===== config.mk =====
export PLATFORM = sky130hd
export DESIGN_NAME = battery_alert_supervisor
export DESIGN_NICKNAME = d
export VERILOG_FILES = /design/src/sv/bas_pkg.sv /design/src/sv/battery_alert_supervisor.sv /design/src/sv/bas_step.sv
export SDC_FILE = /design/constraint.sdc
export NUM_CORES = 1
export LEC_CHECK = 0
export ABC_AREA = 1
export CAP_MARGIN = 20
export CORE_MARGIN = 2
export CORE_UTILIZATION = 60
export CTS_CLUSTER_SIZE = 30
export DETAILED_ROUTE_END_ITERATION = 8
export DONT_BUFFER_PORTS = 1
export HOLD_SLACK_MARGIN = 0.05
export PLACE_DENSITY = 0.76
export SLEW_MARGIN = 40
export SYNTH_ARGS = -nofsm -noshare
export SYNTH_HDL_FRONTEND = slang
export SYNTH_SLANG_ARGS = --single-unit

===== constraint.sdc =====
create_clock -name clk -period 5.58 [get_ports clk]
set_input_delay 0.279 -clock clk [delete_from_list [all_inputs] [get_ports clk]]
set_output_delay 0.279 -clock clk [all_outputs]
set_load 0.02 [all_outputs]

===== src/sv/bas_pkg.sv =====
// Shared types, constants and helpers for the battery alert supervisor.
package bas_pkg;

    localparam int unsigned TIMER_W = 32;
    localparam int unsigned DT_W    = 20;
    localparam int unsigned PCT_W   = 7;
    localparam int unsigned SEL_W   = 3;

    localparam logic [TIMER_W-1:0] CHECK_PERIOD_US = 32'd20000000;
    localparam logic [TIMER_W-1:0] FAST_BLINK_US   = 32'd1000000;
    localparam logic [TIMER_W-1:0] SLOW_BLINK_US   = 32'd5000000;
    localparam logic [TIMER_W-1:0] BLINK_ON_US     = 32'd100000;
    localparam logic [TIMER_W-1:0] MINUTE_US       = 32'd60000000;

    // Item kinds carried in the input tuser
    localparam logic OP_TICK = 1'b0;
    localparam logic OP_KEY  = 1'b1;

    // Auto-off selector codes
    localparam logic [SEL_W-1:0] SEL_OFF    = 3'd0;
    localparam logic [SEL_W-1:0] SEL_1_MIN  = 3'd1;
    localparam logic [SEL_W-1:0] SEL_5_MIN  = 3'd2;
    localparam logic [SEL_W-1:0] SEL_15_MIN = 3'd3;
    localparam logic [SEL_W-1:0] SEL_30_MIN = 3'd4;

    // Register indexes on the APB port (word address)
    localparam logic [1:0] REG_AUTO_OFF = 2'd0;
    localparam logic [1:0] REG_WARN     = 2'd1;
    localparam logic [1:0] REG_CRITICAL = 2'd2;
    localparam logic [1:0] REG_EMPTY    = 2'd3;

    typedef struct packed {
        logic [SEL_W-1:0] auto_off_select;
        logic [PCT_W-1:0] warn_percent;
        logic [PCT_W-1:0] critical_percent;
        logic [PCT_W-1:0] empty_percent;
    } cfg_t;

    typedef struct packed {
        logic [TIMER_W-1:0] check_timer;
        logic [TIMER_W-1:0] blink_timer;
        logic [TIMER_W-1:0] idle_timer;
        logic               blink_active;
        logic               warning_given;
        logic               halted;
    } state_t;

    typedef struct packed {
        logic             operation;
        logic [DT_W-1:0]  elapsed_us;
        logic [PCT_W-1:0] battery_percent;
        logic             voltage_valid;
        logic             ui_transition_busy;
        logic             shutdown_popup_open;
        logic             warning_popup_open;
    } item_t;

    typedef struct packed {
        logic led_on;
        logic power_off;
        logic raise_shutdown;
        logic raise_warning;
    } result_t;

    function automatic logic [TIMER_W-1:0] sat_add(input logic [TIMER_W-1:0] a,
                                                   input logic [DT_W-1:0] b);
        logic [TIMER_W:0] sum;
        begin
            sum = {1'b0, a} + {{(TIMER_W+1-DT_W){1'b0}}, b};
            sat_add = sum[TIMER_W] ? {TIMER_W{1'b1}} : sum[TIMER_W-1:0];
        end
    endfunction

    function automatic logic sel_enabled(input logic [SEL_W-1:0] sel);
        begin
            sel_enabled = (sel == SEL_1_MIN) || (sel == SEL_5_MIN) ||
                          (sel == SEL_15_MIN) || (sel == SEL_30_MIN);
        end
    endfunction

    // Inactivity limit in microseconds for each selector code
    function automatic logic [TIMER_W-1:0] off_limit(input logic [SEL_W-1:0] sel);
        begin
            case (sel)
                SEL_1_MIN:  off_limit = MINUTE_US;
                SEL_5_MIN:  off_limit = 32'(MINUTE_US * 32'd5);
                SEL_15_MIN: off_limit = 32'(MINUTE_US * 32'd15);
                SEL_30_MIN: off_limit = 32'(MINUTE_US * 32'd30);
                default:    off_limit = '0;
            endcase
        end
    endfunction

endpackage


===== src/sv/battery_alert_supervisor.sv =====
// Top level of the battery alert supervisor: stream ports, APB registers, state.
//
// Usage:
//   Items enter on the s_axis channel. tuser[0] says what the beat is: a time
//   tick or a key press. tdata carries elapsed time, battery percent and the
//   UI status flags. Each accepted beat yields exactly one result beat on the
//   m_axis channel (LED level, power-off request, shutdown and warning alerts).
//   The beat is captured in an input register, then evaluated against the timer
//   state, and the result is loaded into the result register.
//   Throughput is one beat per cycle unless m_axis stalls; the single
//   evaluation stage updates the check, blink and inactivity timers in one
//   pass of saturating adds and compares, so a new beat may follow every cycle.
//   When the receiver stalls (m_axis_tready low) the result register holds its
//   beat, the input register holds one more, and s_axis_tready then drops.
//   Registers are written over APB at word addresses 0..3; any write also
//   clears the inactivity timer. Write them only while no beat is in flight.
//   Reset (rst_n low) clears all timers, flags and the halted latch, and loads
//   the register defaults (auto-off off, warn 15, critical 5, empty 1).
//   Once power-off has been requested, every later beat answers power-off.
module battery_alert_supervisor (
    input  logic        clk,
    input  logic        rst_n,
    // Item input
    input  logic        s_axis_tvalid,
    output logic        s_axis_tready,
    // [19:0] elapsed_us, [26:20] battery_percent, [27] voltage_valid,
    // [28] ui_transition_busy, [29] shutdown_popup_open,
    // [30] warning_popup_open, [31] zero
    input  logic [31:0] s_axis_tdata,
    // [0] operation
    input  logic [0:0]  s_axis_tuser,
    // Result output
    output logic        m_axis_tvalid,
    input  logic        m_axis_tready,
    // [0] led_on, [1] power_off, [2] raise_shutdown, [3] raise_warning,
    // [7:4] zero
    output logic [7:0]  m_axis_tdata,
    // Register port
    input  logic        psel,
    input  logic        penable,
    input  logic        pwrite,
    input  logic [3:0]  paddr,
    input  logic [31:0] pwdata,
    output logic [31:0] prdata,
    output logic        pready
);
    import bas_pkg::*;

    cfg_t    cfg_reg;
    cfg_t    cfg_next;
    state_t  st_reg;
    state_t  st_next;
    state_t  st_step;
    item_t   item_reg;
    item_t   item_in;
    result_t res_reg;
    result_t res_step;
    logic    in_vld_reg;
    logic    out_vld_reg;
    logic    out_free;
    logic    advance;
    logic    in_take;
    logic    cfg_wr;
    logic [1:0] reg_idx;

    assign pready  = 1'b1;
    assign reg_idx = paddr[3:2];
    assign cfg_wr  = psel && penable && pwrite && pready;

    // Unpack the input beat
    assign item_in.operation           = s_axis_tuser[0];
    assign item_in.elapsed_us          = s_axis_tdata[19:0];
    assign item_in.battery_percent     = s_axis_tdata[26:20];
    assign item_in.voltage_valid       = s_axis_tdata[27];
    assign item_in.ui_transition_busy  = s_axis_tdata[28];
    assign item_in.shutdown_popup_open = s_axis_tdata[29];
    assign item_in.warning_popup_open  = s_axis_tdata[30];

    // Handshake: the result register frees when empty or taken this cycle
    assign out_free      = !out_vld_reg || m_axis_tready;
    assign advance       = in_vld_reg && out_free;
    assign s_axis_tready = !in_vld_reg || out_free;
    assign in_take       = s_axis_tvalid && s_axis_tready;

    assign m_axis_tvalid = out_vld_reg;
    assign m_axis_tdata  = {4'b0000, res_reg.raise_warning, res_reg.raise_shutdown,
                            res_reg.power_off, res_reg.led_on};

    bas_step u_step (
        .cfg     (cfg_reg),
        .st      (st_reg),
        .item    (item_reg),
        .st_next (st_step),
        .res     (res_step)
    );

    // Register decode
    always_comb
    begin
        cfg_next = cfg_reg;
        prdata   = '0;
        unique case (reg_idx)
            REG_AUTO_OFF:
            begin
                prdata[SEL_W-1:0] = cfg_reg.auto_off_select;
                if (cfg_wr)
                begin
                    cfg_next.auto_off_select = pwdata[SEL_W-1:0];
                end
            end
            REG_WARN:
            begin
                prdata[PCT_W-1:0] = cfg_reg.warn_percent;
                if (cfg_wr)
                begin
                    cfg_next.warn_percent = pwdata[PCT_W-1:0];
                end
            end
            REG_CRITICAL:
            begin
                prdata[PCT_W-1:0] = cfg_reg.critical_percent;
                if (cfg_wr)
                begin
                    cfg_next.critical_percent = pwdata[PCT_W-1:0];
                end
            end
            REG_EMPTY:
            begin
                prdata[PCT_W-1:0] = cfg_reg.empty_percent;
                if (cfg_wr)
                begin
                    cfg_next.empty_percent = pwdata[PCT_W-1:0];
                end
            end
            default:
            begin
                prdata = '0;
            end
        endcase
    end

    // State update: a register write clears the inactivity timer
    always_comb
    begin
        st_next = st_reg;
        if (advance)
        begin
            st_next = st_step;
        end
        if (cfg_wr)
        begin
            st_next.idle_timer = '0;
        end
    end

    always_ff @(posedge clk or negedge rst_n)
    begin
        if (!rst_n)
        begin
            cfg_reg.auto_off_select  <= SEL_OFF;
            cfg_reg.warn_percent     <= 7'd15;
            cfg_reg.critical_percent <= 7'd5;
            cfg_reg.empty_percent    <= 7'd1;
            st_reg                   <= '0;
            in_vld_reg               <= 1'b0;
            out_vld_reg              <= 1'b0;
        end
        else
        begin
            cfg_reg <= cfg_next;
            st_reg  <= st_next;
            if (in_take)
            begin
                in_vld_reg <= 1'b1;
            end
            else if (advance)
            begin
                in_vld_reg <= 1'b0;
            end
            if (advance)
            begin
                out_vld_reg <= 1'b1;
            end
            else if (m_axis_tready)
            begin
                out_vld_reg <= 1'b0;
            end
        end
    end

    // Payload registers: load on capture and on evaluation
    always_ff @(posedge clk)
    begin
        if (in_take)
        begin
            item_reg <= item_in;
        end
        if (advance)
        begin
            res_reg <= res_step;
        end
    end

endmodule


===== src/sv/bas_step.sv =====
// Next-state and result logic for one supervisor item.
module bas_step (
    input  bas_pkg::cfg_t    cfg,
    input  bas_pkg::state_t  st,
    input  bas_pkg::item_t   item,
    output bas_pkg::state_t  st_next,
    output bas_pkg::result_t res
);
    import bas_pkg::*;

    logic [TIMER_W-1:0] ck_adv;
    logic [TIMER_W-1:0] bt_adv;
    logic [TIMER_W-1:0] id_adv;
    logic               auto_on;
    logic               at_empty;
    logic               at_warn;
    logic               at_crit;

    assign ck_adv   = sat_add(st.check_timer, item.elapsed_us);
    assign bt_adv   = sat_add(st.blink_timer, item.elapsed_us);
    assign id_adv   = sat_add(st.idle_timer, item.elapsed_us);
    assign auto_on  = sel_enabled(cfg.auto_off_select);
    assign at_empty = item.battery_percent <= cfg.empty_percent;
    assign at_warn  = item.battery_percent <= cfg.warn_percent;
    assign at_crit  = item.battery_percent <= cfg.critical_percent;

    always_comb
    begin
        st_next    = st;
        res        = '0;
        res.led_on = st.blink_active;
        if (st.halted)
        begin
            res.led_on    = 1'b0;
            res.power_off = 1'b1;
        end
        else if (item.operation == OP_KEY)
        begin
            st_next.idle_timer = '0;
        end
        else
        begin
            st_next.check_timer = ck_adv;
            st_next.blink_timer = bt_adv;
            if (auto_on)
            begin
                st_next.idle_timer = id_adv;
            end
            if (auto_on && (id_adv >= off_limit(cfg.auto_off_select)))
            begin
                st_next.halted = 1'b1;
                res.led_on     = 1'b0;
                res.power_off  = 1'b1;
            end
            else if (item.voltage_valid)
            begin
                // Blinker: end the on-phase, or start one when the period is due
                if (st.blink_active)
                begin
                    if (bt_adv >= BLINK_ON_US)
                    begin
                        st_next.blink_active = 1'b0;
                        st_next.blink_timer  = '0;
                    end
                end
                else if (((bt_adv >= FAST_BLINK_US) && at_crit) ||
                         ((bt_adv >= SLOW_BLINK_US) && at_warn))
                begin
                    st_next.blink_active = 1'b1;
                    st_next.blink_timer  = '0;
                end
                res.led_on = st_next.blink_active;

                // Alert check; do not clear the check timer while the UI blocks the alert
                if (ck_adv >= CHECK_PERIOD_US)
                begin
                    if (at_empty)
                    begin
                        if (!(item.ui_transition_busy || item.shutdown_popup_open ||
                              item.warning_popup_open))
                        begin
                            res.raise_shutdown  = 1'b1;
                            st_next.check_timer = '0;
                        end
                    end
                    else if (at_warn && !st.warning_given)
                    begin
                        if (!(item.ui_transition_busy || item.shutdown_popup_open))
                        begin
                            res.raise_warning     = 1'b1;
                            st_next.warning_given = 1'b1;
                            st_next.check_timer   = '0;
                        end
                    end
                    else
                    begin
                        st_next.check_timer = '0;
                    end
                end
            end
        end
    end

endmodule


==> flow_metrics.py, run 1 <==
metrics = {
    "run_status": {
        "outcome": "finished clean",
    },
    "yosys": {
        "syn_avg_cell_area_sq_um": 7.02,
        "synthSimpleGateAreaFrac_pct": 34.2,
        "yosys_warnings": 0,
        "synth_compound_area_share_pct": 11.9,
        "synth.distinct_cells": 57,
        "synth_area_sq_mm": 0.0137,
        "synthMuxAreaShare_pct": 0.246,
        "synthAdderAreaFrac_pct": 9.90,
        "synth_top_flop_cell": "dfrtp_1",
        "synth_edf_count": 36,
        "synth_xor_area_share_pct": 2.55,
        "syn_inst": 1958,
        "async_reset_ff_share_pct": 77.6,
        "yosysSeqAreaShare_pct": 30.7,
        "synth_top_family_by_area": "simple AND/OR/NAND/NOR gates",
        "ys_seq_elements": 161,
    },
    "cells_and_area": {
        "regArea_sq_mm": 0.00422,
        "multi_input_area_sq_mm": 0.00821,
        "diodes": 0,
        "fill_cells": 1961,
        "area_growth_pct": 8.55,
        "final_area_sq_mm": 0.0149,
        "finalNonFillerCells": 2291,
        "drive_above_1_share_pct": 8.87,
        "largest_reg_flops": 99,
        "final_cell_mix": "nand2_1 (583), inv_1 (247), nor2_1 (178)",
        "final_common_cell": "nand2_1",
        "finalNetCount": 2176,
    },
    "setup_path": {
        "rrSetupSlack_ns": 0.56,
        "cp_max_fo": 32,
        "cp_slowest_cell": "edfxtp_1",
        "cp-end-kind": "flip-flop",
        "worstSetupPathType": "flip-flop to flip-flop",
        "path_common_cell": "nor2_1",
        "crit_path_max_incr_delay_ns": 0.53,
        "cp.arrival_ns": 5.40,
        "cp-start-kind": "flip-flop",
        "worstPathRequired_ns": 5.96,
    },
    "timing": {
        "fin_worst_skew_ns": 0.0216,
        "final_max_slew_viol_count": 0,
        "max_freq_ghz": 0.199,
        "min_period_over_period_pct": 90.0,
        "grt_setup_unrepaired": "false",
        "fin_hold_ws_ns": 0.158,
        "setup_viol_count_final": 0,
        "hold_viol": 0,
        "relSlewSlack_pct": 48.1,
        "fin_crit_ns": 5.02,
        "max_slew.worst_pin.slew_ns": 0.776,
        "setup_tns_ns": 0,
    },
    "routing": {
        "drt-initial-drc-count": 1236,
        "drc": 0,
        "via_per_inst": 5.68,
        "wl_per_cell_um": 16.3,
        "via_count": 13000,
        "drt-pass1-iter-count": 6,
        "routed_wl_um": 37300,
        "ant_nets": 0,
    },
    "power": {
        "power_density_mw_per_mm2": 215,
        "combPwrFrac_pct": 18.4,
        "seq_power_share_pct": 41.9,
        "switching_share_pct": 33.8,
        "power.leakage_nw": 7.74,
        "p_int_mw": 2.13,
        "pwr-share-clk_pct": 39.7,
        "vdd_drop_max_mv": 0.170,
        "power_mw": 3.21,
        "net-switching-power_mw": 1.08,
    },
    "grt": {
        "grt_pass1_wl_um": 60000,
        "grtUsageTotal_pct": 31.2,
        "grt_max_degree": 126,
        "overflow": 0,
        "antenna_found_initial": 0,
        "grt_pass1_vias": 12200,
    },
    "cts": {
        "cts.clk_slew.worst_paths_ns": 0.09,
        "htreeDepth": 4,
        "clockRootBuffer": "clkbuf_16",
        "clock_latency_ns": 0.46,
        "cts_buffers": 17,
        "cts_tree": "yes",
        "cts.sinks": 161,
        "max-clock-path-buffers": 2,
        "postCtsResizedCells": 0,
    },
    "floorplanning": {
        "dieWidth_um": 155,
        "die_y_um": 155,
        "start_util_pct": 60.9,
        "core_area_sq_mm": 0.0226,
        "die-area_sq_mm": 0.0241,
        "num_io_pins": 119,
        "rows": 55,
    },
    "placed_design": {
        "globalplace.congestion": 1.02,
        "dpl.hpwl_um": 27100,
        "dpl_cell_area_sq_mm": 0.0138,
        "io_buffers": 0,
        "dp_cells": 2216,
    },
    "min_path": {
        "min_path_type": "input port to flip-flop",
    },
    "job": {
        "cap_violations": 0,
    },
}
-- worst max-delay path, delay by kind of cell, from the launching register on --
family,cells,cell delay [ns]
compound gates,6,0.80
flops,1,0.53
fa+ha+maj,2,0.67
buf+inv,4,1.18
simple gates,16,1.73
-- Yosys cell counts, drive strengths merged (3+ instances only) --
master | n | share of area (%)
nand3 | 182 | 8.3
dfrtp | 118 | 21
a21oi | 84 | 3.3
a31oi | 3 | 0.14
o21ai | 134 | 5.8
o21bai | 7 | 0.38
or2 | 14 | 0.64
ha | 104 | 9.5
nor2 | 189 | 5.4
a211oi | 3 | 0.16
mux2 | 3 | 0.25
nand3b | 6 | 0.35
nand2 | 596 | 17
inv | 251 | 6.9
o2111ai | 3 | 0.19
o211ai | 4 | 0.22
nor4 | 8 | 0.36
a21o | 12 | 0.66
buf | 45 | 2.9
o22ai | 6 | 0.27
nor3 | 25 | 0.95
clkbuf | 23 | 0.63
dfstp | 7 | 1.3
xor2 | 28 | 1.8
fa | 3 | 0.44
nand4 | 30 | 1.4
xnor2 | 12 | 0.76
edfxtp | 36 | 7.9
o221ai | 5 | 0.32
-- stage by stage --
step           setup slack, ns  util, %
2_1_floorplan             1.63        -
3_5_place_dp             0.719     61.2
5_1_grt                  0.234     66.1
3_3_place_gp             0.846     61.2
4_1_cts                  0.686     66.1
6_report                 0.556     66.1
-- path summary, 6_finish.rpt --
path / from / end / depth (start not counted)
max in group asynchronous: rst_n / st_reg[51] / 2
max: item_reg[14] / st_reg[95] / 28
min in group asynchronous: rst_n / st_reg[31] / 2
min: paddr[3] / cfg_reg[21] / 3
min reg2reg: st_reg[1] / st_reg[1] / 1
max reg2reg: item_reg[14] / st_reg[95] / 28
-- per-layer routing --
| layer | wire length (um) | global-route usage, % | up-vias |
|---|---|---|---|
| met1 | 16200 | 42.5 | 5992 |
| met3 | 3050 | 5.68 | 72 |
| met4 | 990 | 9.52 | 0 |
| met2 | 17000 | 51.0 | 523 |
| met5 | 0 | 0 | - |
| li1 | - | - | 6416 |
-- power by group through the flow --
stage                     Clock, mW  Combinational (mW)  Sequential (mW)
final                          1.27               0.592             1.34
after CTS                      1.29               0.585             1.34
after floorplan                   0               0.434             1.34
after global placement            0               0.515             1.37
after global routing           1.33               0.672             1.35
after detailed placement          0               0.533             1.37
-- cell families (layout without fill, tap and decap cells) --
group	after synthesis	in the layout
fa+ha+maj	107	107
other cells	2	30
xor+xnor	40	40
flops	161	161
compound gates	270	270
buf+inv	320	340
simple gates	1055	1055
mux	3	3
-- final cells by class --
type,count,area share [%]
flip-flops and latches,161,28.3
inverters,252,6.34
repair buffers,56,3.66
multi-input cells,1505,55.0
clock buffers,18,3.02
clock inverters,14,1.34
well taps,285,2.39
-- what timing repair did --
| action | 4_1_cts | 5_1_grt |
|---|---|---|
| hold buffers | 43 | 0 |
| endpoints found under the hold margin | 183 | 0 |
| buffers inserted | 0 | 0 |
No activity file was read; power rests on OpenSTA's default activity.
==> run 2, diff against run 1 <==
--- a/config.mk
+++ b/config.mk
@@ -17,4 +17,5 @@
 export SLEW_MARGIN = 40
 export SYNTH_ARGS = -nofsm -noshare
 export SYNTH_HDL_FRONTEND = slang
+export SYNTH_HIERARCHICAL = 1
 export SYNTH_SLANG_ARGS = --single-unit
==> flow_metrics.py, run 2 <==
metrics = {
    "yosys": {
        "syn_inst": 2591,
        "synth_top_area_share_pct": 25.6,
        "synth_area_sq_mm": 0.0159,
        "syn_avg_cell_area_sq_um": 6.12,
        "synth.cells.most_frequent": "nand2_1 (1080), inv_1 (336), nand3_1 (225)",
        "ys_seq_elements": 161,
        "synth_top_cell_by_area": "nand2_1",
        "synth_top_flop_cell": "dfrtp_1",
        "yosysSeqAreaShare_pct": 26.6,
        "synth.top_cells.by_area": "nand2_1 (26%), dfrtp_1 (19%), ha_1 (8.2%)",
        "synth_edf_count": 36,
        "yosys_warnings": 6,
        "yosysMostFrequentCell": "nand2_1",
        "synth.distinct_cells": 54,
        "async_reset_ff_share_pct": 77.6,
    },
    "timing": {
        "grt_setup_unrepaired": "false",
        "fin_worst_skew_ns": 0.0152,
        "max_slew.worst_pin.slew_ns": 0.830,
        "min_period_over_period_pct": 91.5,
        "final_max_slew_viol_count": 0,
        "fin_crit_ns": 5.10,
        "hold_viol": 0,
        "relSlewSlack_pct": 44.7,
        "setup_viol_count_final": 0,
        "max_freq_ghz": 0.196,
        "setup_tns_ns": 0,
    },
    "routing": {
        "drt-pass1-iter-count": 8,
        "ant_nets": 0,
        "drt-initial-drc-count": 1603,
        "via_count": 16300,
        "via_per_inst": 5.54,
        "routed_wl_um": 46800,
        "wl_per_cell_um": 15.9,
        "drc": 0,
    },
    "setup_path": {
        "reg2regPathDepth": 28,
        "cp.depth": 28,
        "crit_path_max_incr_delay_ns": 0.51,
        "r2r_start": "item_reg[11]",
        "crit_family": "simple AND/OR/NAND/NOR gates",
        "cp.arrival_ns": 5.47,
        "rrSetupSlack_ns": 0.48,
        "cp-start-kind": "flip-flop",
        "worstSetupPathType": "flip-flop to flip-flop",
        "worstPathRequired_ns": 5.95,
        "rr_endpoint": "st_reg[68]",
        "cp-end-kind": "flip-flop",
        "path_common_cell": "nand2_1",
        "critical_path_buf_inv_count": 3,
        "cp_max_fo": 32,
        "cp_slowest_cell": "edfxtp_1",
    },
    "cts": {
        "cts_tree": "yes",
        "cts_setup_buffers": 0,
        "clock_latency_ns": 0.44,
        "clockRootBuffer": "clkbuf_16",
        "cts.clk_slew.worst_paths_ns": 0.08,
        "htreeDepth": 4,
        "cts_buffers": 17,
        "cts.sinks": 161,
        "max-clock-path-buffers": 2,
    },
    "min_path": {
        "min_path_type": "input port to flip-flop",
        "min_from": "paddr[2]",
        "min_to": "cfg_reg[22]",
        "whs_path_depth": 5,
    },
    "floorplanning": {
        "die_y_um": 167,
        "core_area_sq_mm": 0.0260,
        "rows": 59,
        "dieWidth_um": 167,
        "die-area_sq_mm": 0.0278,
        "start_util_pct": 61.0,
        "num_io_pins": 119,
    },
    "power": {
        "combPwrFrac_pct": 59.1,
        "vdd_drop_max_mv": 0.251,
        "net-switching-power_mw": 3.98,
        "pwr-share-clk_pct": 16.2,
        "seq_power_share_pct": 24.7,
        "p_int_mw": 3.68,
        "power_density_mw_per_mm2": 454,
        "power.leakage_nw": 9.54,
        "switching_share_pct": 52.0,
    },
    "grt": {
        "grt_pass1_wl_um": 77700,
        "overflow": 0,
        "grt_max_degree": 126,
        "antenna_found_initial": 1,
        "grt_pass1_vias": 15700,
        "grtUsageTotal_pct": 34.0,
    },
    "cells_and_area": {
        "largest_reg_flops": 99,
        "final_area_sq_mm": 0.0169,
        "area_growth_pct": 6.40,
        "final_common_cell": "nand2_1",
        "final_cell_mix": "nand2_1 (1080), inv_1 (335), nand3_1 (225)",
        "finalNetCount": 2773,
        "finalNonFillerCells": 2939,
        "drive_above_1_share_pct": 5.22,
    },
    "placed_design": {
        "globalplace.congestion": 0.937,
        "dp_cells": 2864,
        "dpl.hpwl_um": 33800,
        "io_buffers": 0,
        "dpl_cell_area_sq_mm": 0.0158,
    },
    "job": {
        "cap_violations": 0,
    },
    "run_status": {
        "outcome": "finished clean",
    },
}
[run 2: changes by cell type in the layout (fill, tap and decap cells not counted), sizes merged, moves of 5 or more]
cell,delta
a21o,-11
a21oi,-19
inv,+97
nand2,+508
nand3,+55
nand3b,+5
nand4,+50
nor2,-11
o211ai,+7
o21ai,-52
o21bai,-5
xor2,-13
[run 2: final cells by class]
cell class	count	area, sq um
Timing Repair Buffer	54	536
Sequential cell	161	4220
Multi-Input combinational cell	2010	9800
Fill cell	2502	9110
Tap cell	335	419
Inverter	346	1300
Clock buffer	17	425
Clock inverter	15	180
Antenna cell	1	2.50
[run 2: worst max-delay path by stage]
stage                  from         end  slack (ns)
2_1_floorplan  item_reg[11]  st_reg[86]        1.78
3_3_place_gp   item_reg[11]  st_reg[85]        0.58
3_5_place_dp   item_reg[11]  st_reg[67]        0.50
4_1_cts        item_reg[11]  st_reg[80]        0.45
5_1_grt        item_reg[11]  st_reg[78]        0.12
6_report       item_reg[11]  st_reg[68]        0.48
[run 2: logic make-up (layout without fill, tap and decap cells)]
| kind of cell | after synthesis | count (layout) | synth area share [%] |
|---|---|---|---|
| buf+inv | 448 | 432 | 12.4 |
| xor+xnor | 27 | 27 | 1.49 |
| other cells | 2 | 31 | 0.0473 |
| flops | 161 | 161 | 26.6 |
| fa+ha+maj | 107 | 107 | 8.58 |
| simple gates | 1667 | 1667 | 44.6 |
| compound gates | 179 | 179 | 6.32 |
[run 2: per-layer routing]
metal	up-vias	routed length, um	track usage, %	share of wire (%)
li1	8185	-	-	-
met1	7521	20900	45.2	45
met2	520	22100	58.2	47
met3	63	2920	4.44	6.2
met4	0	894	9.60	1.9
met5	-	0	0	0
[run 2: tightest hold or removal path, stage by stage]
cell,delay [ns]
inv_2,0.03
nand2_1,0.05
nor2_1,0.05
nand2_1,0.06
nand2_1,0.04
[run 2: repair_timing]
| action | CTS | global route |
|---|---|---|
| setup endpoints to repair | 0 | 2 |
| hold endpoints to repair | 182 | 0 |
| hold buffers | 42 | 0 |
| resized for setup | 0 | 1 |
[run 2: power by group through the flow]
| stage | sequential, mW | clock, mW | combinational (mW) |
|---|---|---|---|
| 3_5_place_dp | 1.91 | 0 | 4.37 |
| 3_3_place_gp | 1.89 | 0 | 4.27 |
| 5_1_grt | 1.94 | 1.30 | 5.14 |
| 2_1_floorplan | 1.77 | 0 | 3.54 |
| 4_1_cts | 1.89 | 1.26 | 4.45 |
| 6_report | 1.90 | 1.24 | 4.53 |
[run 2: stage by stage]
step	utilization [%]	setup slack, ns	power, mW	hold WS [ns]
after detailed placement	60.9	0.497	6.28	-0.0130
after global placement	60.9	0.584	6.17	-0.0139
after floorplan	-	1.78	5.31	-0.0166
after global routing	65.0	0.121	8.39	0.147
final	65.0	0.477	7.66	0.120
after CTS	64.9	0.453	7.60	0.107
==> run 3, diff against run 2 <==
--- a/config.mk
+++ b/config.mk
@@ -13,7 +13,7 @@
 export DETAILED_ROUTE_END_ITERATION = 8
 export DONT_BUFFER_PORTS = 1
 export HOLD_SLACK_MARGIN = 0.05
-export PLACE_DENSITY = 0.76
+export PLACE_DENSITY_LB_ADDON = 0.05
 export SLEW_MARGIN = 40
 export SYNTH_ARGS = -nofsm -noshare
 export SYNTH_HDL_FRONTEND = slang
==> flow_metrics.py, run 3 (synthesis results as in run 2) <==
metrics = {
    "run_status": {
        "outcome": "finished clean",
    },
    "power": {
        "power_density_mw_per_mm2": 456,
        "power_mw": 7.71,
        "power.leakage_nw": 9.56,
        "vdd_drop_max_mv": 0.244,
    },
    "setup_path": {
        "cp_slowest_cell": "edfxtp_1",
        "cp-start-kind": "flip-flop",
        "cp-end-kind": "flip-flop",
        "worstPathRequired_ns": 5.96,
        "crit_path_max_incr_delay_ns": 0.51,
        "cp.depth": 28,
        "path_common_cell": "nand2_1",
        "critical_path_buf_inv_count": 3,
        "crit_family": "simple AND/OR/NAND/NOR gates",
        "cp_max_fo": 32,
        "worstSetupPathType": "flip-flop to flip-flop",
        "reg2regPathDepth": 28,
        "cp.arrival_ns": 5.48,
    },
    "grt": {
        "grt_max_degree": 126,
        "grtUsageTotal_pct": 33.8,
        "grt_pass1_wl_um": 76400,
        "antenna_found_initial": 0,
        "overflow": 0,
        "grt_pass1_vias": 15200,
    },
    "cells_and_area": {
        "final_common_cell": "nand2_1",
        "diodes": 0,
        "finalNetCount": 2773,
        "drive_above_1_share_pct": 5.22,
        "area_growth_pct": 6.60,
        "final_area_sq_mm": 0.0169,
        "final_cell_mix": "nand2_1 (1080), inv_1 (335), nand3_1 (225)",
        "largest_reg_flops": 99,
        "finalNonFillerCells": 2938,
    },
    "timing": {
        "setup_tns_ns": 0,
        "min_period_over_period_pct": 91.3,
        "hold_viol": 0,
        "grt_setup_unrepaired": "false",
        "fin_worst_skew_ns": 0.0191,
        "relSlewSlack_pct": 42.8,
        "max_freq_ghz": 0.196,
        "fin_crit_ns": 5.09,
        "max_slew.worst_pin.slew_ns": 0.855,
        "setup_viol_count_final": 0,
        "final_max_slew_viol_count": 0,
    },
    "floorplanning": {
        "rows": 59,
        "num_io_pins": 119,
        "dieWidth_um": 167,
        "die-area_sq_mm": 0.0278,
        "die_y_um": 167,
        "core_area_sq_mm": 0.0260,
        "start_util_pct": 61.0,
    },
    "routing": {
        "routed_wl_um": 46800,
        "via_per_inst": 5.57,
        "drt-pass1-iter-count": 6,
        "ant_nets": 0,
        "drc": 0,
        "via_count": 16400,
        "wl_per_cell_um": 15.9,
        "drt-initial-drc-count": 1426,
    },
    "placed_design": {
        "globalplace.congestion": 0.951,
        "dpl_cell_area_sq_mm": 0.0158,
        "dp_cells": 2864,
        "io_buffers": 0,
        "dpl.hpwl_um": 33000,
    },
    "cts": {
        "clockRootBuffer": "clkbuf_16",
        "cts_setup_buffers": 0,
        "clock_latency_ns": 0.45,
        "cts_buffers": 17,
        "htreeDepth": 4,
        "cts_tree": "yes",
        "cts.clk_slew.worst_paths_ns": 0.08,
        "max-clock-path-buffers": 2,
        "cts.sinks": 161,
    },
    "min_path": {
        "whs_path_depth": 5,
        "min_path_type": "input port to flip-flop",
    },
    "job": {
        "cap_violations": 0,
    },
}
==> run 3: cell count changes in the layout (fill, tap and decap cells not counted), sizes merged <==
cell / before / now
bufinv: 0 / 1
diode: 1 / 0
inv: 354 / 353
==> run 3: path summary, 6_finish.rpt <==
check	from	endpoint	slack, ns
setup reg to reg	item_reg[11]	st_reg[70]	0.49
hold / removal	paddr[2]	cfg_reg[23]	0.12
max in group asynchronous	rst_n	st_reg[0]	4.51
min in group asynchronous	rst_n	st_reg[72]	0.50
setup / recovery	item_reg[11]	st_reg[70]	0.49
hold reg to reg	cfg_reg[15]	cfg_reg[15]	0.48
==> run 3: where the power goes <==
| part | switching (mW) | total, mW | internal [mW] | leakage [nW] |
|---|---|---|---|---|
| clock | 0.638 | 1.29 | 0.656 | 0.303 |
| combinational | 2.97 | 4.53 | 1.56 | 7.27 |
| sequential | 0.373 | 1.89 | 1.52 | 1.98 |
==> run 3: area by class of cell <==
cell class                      count  area, sq um
Clock buffer                       17          425
Clock inverter                     15          206
Fill cell                        2481         9070
Inverter                          346         1300
Multi-Input combinational cell   2010         9800
Sequential cell                   161         4220
Tap cell                          335          419
Timing Repair Buffer               54          543
==> run 3: per-stage QoR <==
| stage | setup slack, ns | utilization [%] | hold WS (ns) |
|---|---|---|---|
| finish | 0.486 | 65.1 | 0.122 |
| detailed placement | 0.515 | 60.9 | -0.0130 |
| global placement | 0.550 | 60.9 | -0.0138 |
| CTS | 0.441 | 65.0 | 0.113 |
| global route | 0.0679 | 65.1 | 0.130 |
| floorplan | 1.78 | - | -0.0166 |
==> run 3: per-layer routing <==
metal  up-vias  wire length, um  track usage [%]
met2       620            22100             57.3
met3        83             2890             3.80
li1       8183                -                -
met4         0             1250             11.4
met5         -                0                0
met1      7471            20600             45.1
==> run 3: worst reg2reg max path: cells and delay by family (launching register included) <==
kind / cells / cell delay [ns]
DFF: 1 / 0.51
AOI/OAI and AO/OA: 3 / 0.52
buffers and inverters: 3 / 0.59
adders and majority gates: 3 / 1.02
and+or+nand+nor: 19 / 2.38
==> run 3: what timing repair did <==
item / in CTS / in global routing
setup endpoints to repair: 0 / 2
hold buffers: 42 / 0
resized for setup: 0 / 1
hold endpoints to repair: 182 / 0
